[src/design/wsjq_pkg.sv]
// Shared types and codes for the work-stealing job queue block.
// No dependencies; imported by work_stealing_job_queues and wsjq_qctl.
`default_nettype none

package wsjq_pkg;

    localparam int DEF_NUM_WORKERS = 4;
    localparam int DEF_QUEUE_DEPTH = 16;

    localparam int OP_W    = 2;
    localparam int JOB_W   = 64;
    localparam int WID_W   = 2;
    localparam int ST_W    = 3;
    localparam int SRC_W   = 2;
    localparam int TOTAL_W = 7;

    typedef enum logic [OP_W-1:0] {
        OP_ENQ  = 2'd0,
        OP_NEXT = 2'd1,
        OP_STOP = 2'd2
    } t_op;

    typedef enum logic [ST_W-1:0] {
        ST_QUEUED       = 3'd0,
        ST_DROP_STOPPED = 3'd1,
        ST_DROP_FULL    = 3'd2,
        ST_GIVEN        = 3'd3,
        ST_NONE         = 3'd4,
        ST_STOP_DONE    = 3'd5
    } t_status;

    // pointer update request for the selected queue
    typedef struct packed {
        logic push;
        logic pop;
    } t_qcmd;

    // state of the selected queue
    typedef struct packed {
        logic empty;
        logic full;
    } t_qflags;

endpackage

`default_nettype wire

[src/design/wsjq_qctl.sv]
// Head, tail and fill bookkeeping for all worker queues.
// Depends on wsjq_pkg (command and flag structs).
`default_nettype none

module wsjq_qctl #(
    parameter  int NUM_WORKERS = wsjq_pkg::DEF_NUM_WORKERS,
    parameter  int QUEUE_DEPTH = wsjq_pkg::DEF_QUEUE_DEPTH,
    localparam int WW = (NUM_WORKERS > 1) ? $clog2(NUM_WORKERS) : 1,
    localparam int PW = $clog2(QUEUE_DEPTH)
) (
    input  wire logic              i_clk,
    input  wire logic              i_rst_n,
    input  wire logic [WW-1:0]     i_sel,
    input  wire wsjq_pkg::t_qcmd   i_cmd,
    output wsjq_pkg::t_qflags      o_flags,
    output logic      [PW-1:0]     o_head,
    output logic      [PW-1:0]     o_tail
);

    import wsjq_pkg::*;

    localparam int FW = $clog2(QUEUE_DEPTH + 1);

    logic [PW-1:0] r_head [NUM_WORKERS];
    logic [PW-1:0] r_tail [NUM_WORKERS];
    logic [FW-1:0] r_fill [NUM_WORKERS];

    function automatic logic [PW-1:0] f_wrap_inc(input logic [PW-1:0] p);
        return (p == PW'(QUEUE_DEPTH - 1)) ? '0 : p + 1'b1;
    endfunction

    always_ff @(posedge i_clk) begin
        if (!i_rst_n) begin
            for (int w = 0; w < NUM_WORKERS; w++) begin
                r_head[w] <= '0;
                r_tail[w] <= '0;
                r_fill[w] <= '0;
            end
        end else if (i_cmd.push) begin
            r_tail[i_sel] <= f_wrap_inc(r_tail[i_sel]);
            r_fill[i_sel] <= r_fill[i_sel] + 1'b1;
        end else if (i_cmd.pop) begin
            r_head[i_sel] <= f_wrap_inc(r_head[i_sel]);
            r_fill[i_sel] <= r_fill[i_sel] - 1'b1;
        end
    end

    assign o_head        = r_head[i_sel];
    assign o_tail        = r_tail[i_sel];
    assign o_flags.empty = (r_fill[i_sel] == '0);
    assign o_flags.full  = (r_fill[i_sel] == FW'(QUEUE_DEPTH));

    a_push_not_full: assert property (@(posedge i_clk) disable iff (!i_rst_n)
        i_cmd.push |-> !o_flags.full)
        else $error("push to a full queue");

    a_pop_not_empty: assert property (@(posedge i_clk) disable iff (!i_rst_n)
        i_cmd.pop |-> !o_flags.empty)
        else $error("pop from an empty queue");

    a_one_cmd: assert property (@(posedge i_clk) disable iff (!i_rst_n)
        !(i_cmd.push && i_cmd.pop))
        else $error("push and pop in the same cycle");

endmodule

`default_nettype wire
[config.mk]
export PLATFORM = sky130hd
export DESIGN_NAME = wsjq_qctl
export DESIGN_NICKNAME = d
export VERILOG_FILES = /design/src/design/wsjq_pkg.sv /design/src/design/wsjq_qctl.sv
export SDC_FILE = /design/constraint.sdc
export NUM_CORES = 1
export LEC_CHECK = 0
export BUFFER_PORTS_ARGS = -buffer_cell sky130_fd_sc_hd__buf_2
export CAP_MARGIN = 30
export CORE_UTILIZATION = 45
export DETAILED_ROUTE_END_ITERATION = 6
export HOLD_SLACK_MARGIN = 0.1
export SLEW_MARGIN = 15
export SYNTH_ARGS = -nofsm -noshare
export SYNTH_HDL_FRONTEND = slang
export SYNTH_SLANG_ARGS = --single-unit
[constraint.sdc]
create_clock -name i_clk -period 3.45 [get_ports i_clk]
set_input_delay 0.1725 -clock i_clk [delete_from_list [all_inputs] [get_ports i_clk]]
set_output_delay 0.1725 -clock i_clk [all_outputs]
set_load 0.02 [all_outputs]
==> reports/results.ini <==
[run_status]
outcome = finished, final reports clean

[synthesis]
yosysUniqueCellTypes = 37
ys_ff_latch = 52
async_reset_ff_frac = 0
yosysMostFrequentCell = edfxtp_1
synthFlopType = edfxtp_1
synth.largest_area_cell = edfxtp_1
ys_warn_count = 0
syn_inst = 207
ys_seq_area_frac = 0.5884
synth.avg_cell_area_sq_um = 12.82
synth_edf_count = 52
syn-num-nets = 217
synth_commonest_cells = edfxtp_1 (52), nor2_1 (41), nand2_1 (22)
syn-cell-area_sq_um = 2654
synth_top_area_frac = 0.5884
yosys-top-cells-area = edfxtp_1 (59%), mux4_2 (7.6%), nor2_1 (5.8%)

[grt]
antenna_found_initial = 0
met2_usage = 0.3243
grtUsageMet1 = 0.2373
met3_usage = 0.04023
grt_max_degree = 20
gr-total-overflow = 0
busiest_layer = met2
grt.total_usage = 0.1898
first_global_vias = 1690
grt_pass1_wl_microns = 8625

[routing]
ant_nets = 0
routed_wirelength_microns = 5296
num_vias = 1668
vias_per_cell = 5.654
wl_per_cell_microns = 17.95
drc_errors = 0
dr.first_iter.drc_count = 126
drt-pass1-iter-count = 6

[hold_path]
worstHoldPathType = primary input to flop
hold_depth = 3

[cells_and_area]
area.growth.synth_to_final_pct = 7.874
drive_above_1_share = 0.1614
n_fill_cell = 519
diodes = 0
fin_nets = 232

[sta]
setup_ws_ps = 859.1
period_minus_slack_ps = 2591
hold_viol = 0
rsz0062_at_grt = no
setup_violations = 0
timing.final.crit_share = 0.7510
fin_tns_setup_ps = 0
tightest_slew_ps = 595.0
finClkSkew_ps = 4.014
fin_hold_ws_ps = 427.2
fmax_ghz = 0.3860
relSlewSlack = 0.6007
finalMaxSlewViolations = 0

[floorplan]
dieArea_sq_um = 6209
initial_utilization = 0.4732
die_h_microns = 78.80
core_area_sq_um = 5608
ioPinCount = 16
fp.dieW_microns = 78.80
row_count = 27

[clocking]
cts_buffer_depth = 2
clock-root-buffer = clkbuf_8
cts.sinks = 52
cts_tree = done
cts_buffers = 5
clk_pin_slew_ps = 90
postCtsSetupRepairBufs = 0
htree_levels = 2
cts_resized = 0
cts-hold-fix-buffers = 0
clock_latency_ps = 300

[worst_setup_path]
critPathKind = primary input to output pin
cp.arrival_ps = 2420
critPathLaunchType = primary input
r2r_cells = 5
crit_fanout = 14
crit_slowest_cell = mux4_1
worst_path_most_repeated_cell = buf_2
cp.required_ps = 3280
max_stage_delay_ps = 740
crit_path_cell_trace = buf_2 -> buf_4 -> mux4_1 -> or4_1 -> nor2_1 -> buf_2
worstSetupEndpointType = output pin

[power]
combPwrFrac = 0.166
p_total_mw = 1.298
vdd_drop_max_mv = 0.2386
p_leak_nw = 1.128
p_sw_frac = 0.2614
switchingPower_uw = 339.1
clockPowerShare = 0.256
p_int_uw = 958.4
powerDensity_nw_per_um2 = 453.2
pwr-share-seq = 0.578

[placed_design]
hpwl_microns = 3918
preCtsSetupSlack_ps = 622.3
place.gp.congestion = 0.7613
port_buffers = 15

[job]
maxCapViolations = 0

-- path summary, 6_finish.rpt --
| check | start | end | slack, ps |
|---|---|---|---|
| max | i_sel[0] | o_flags[1] | 860 |
| min | i_cmd[0] | r_head[3][2] | 430 |
| max reg2reg | r_fill[3][1] | r_fill[3][4] | 920 |
| min reg2reg | r_fill[0][0] | r_fill[0][0] | 590 |
-- routing by layer --
layer | up-vias | part of all wire
li1 | 798 | -
met1 | 817 | 0.43
met2 | 43 | 0.51
met3 | 10 | 0.043
met4 | 0 | 0.018
met5 | - | 0
-- worst max-delay path, delay by kind of cell --
| family | cells | cell delay (ps) |
|---|---|---|
| multiplexers | 1 | 740 |
| AND/OR/NAND/NOR | 2 | 680 |
| buffers and inverters | 3 | 810 |
-- layout make-up --
type	instances	area (sq um)	share of cell area
timing repair buffer	17	90.09	0.03147
tap	72	90.09	0.03147
multi-input combinational	140	1015	0.3545
sequential	52	1562	0.5455
inverter	6	22.52	0.007867
clock buffer	6	72.57	0.02535
clock inverter	2	11.26	0.003934
-- stage by stage --
step                std cells  area (sq um)    util
finish                    295          2863  0.5105
global route              295          2863  0.5105
CTS                       295          2863  0.5105
detailed placement        287          2779  0.4955
global placement          287          2779  0.4955
floorplan                 207          2654       -
-- placed cells by master, fill, tap and decap left out, types with 2 or more instances in the layout --
cell type,netlist,layout
a31o_2,2,2
and2_1,3,3
and3_1,8,8
buf_2,2,15
buf_4,1,2
clkbuf_8,0,5
edfxtp_1,52,52
ha_1,3,3
inv_1,6,6
mux2i_1,8,8
mux4_1,3,3
mux4_2,9,9
nand2_1,22,22
nand2b_1,5,5
nand3_1,8,8
nor2_1,41,41
nor2b_1,4,4
nor3_1,3,3
xnor2_1,4,4
-- state kept, by name, summed over array words and instances (netlist names) --
register,count
r_fill,20
r_head,16
r_tail,16
-- kinds of logic (layout without fill, tap and decap cells) --
| kind of cell | after synthesis | in the layout | share of synthesized area |
|---|---|---|---|
| fa+ha+maj | 4 | 4 | 0.02169 |
| simple gates | 102 | 102 | 0.1811 |
| buf+inv | 15 | 31 | 0.02923 |
| flops | 52 | 52 | 0.5884 |
| xor+xnor | 4 | 4 | 0.01320 |
| mux | 20 | 20 | 0.1363 |
| compound gates | 10 | 10 | 0.03018 |
-- power groups by stage --
stage               Clock [mW]  Sequential, mW  Combinational (mW)
detailed placement           0           0.766               0.216
global placement             0           0.763               0.211
CTS                      0.339           0.751               0.217
floorplan                    0           0.759               0.164
global route             0.361           0.754               0.239
finish                   0.332           0.750               0.216
(Power assumes the default switching activity.)
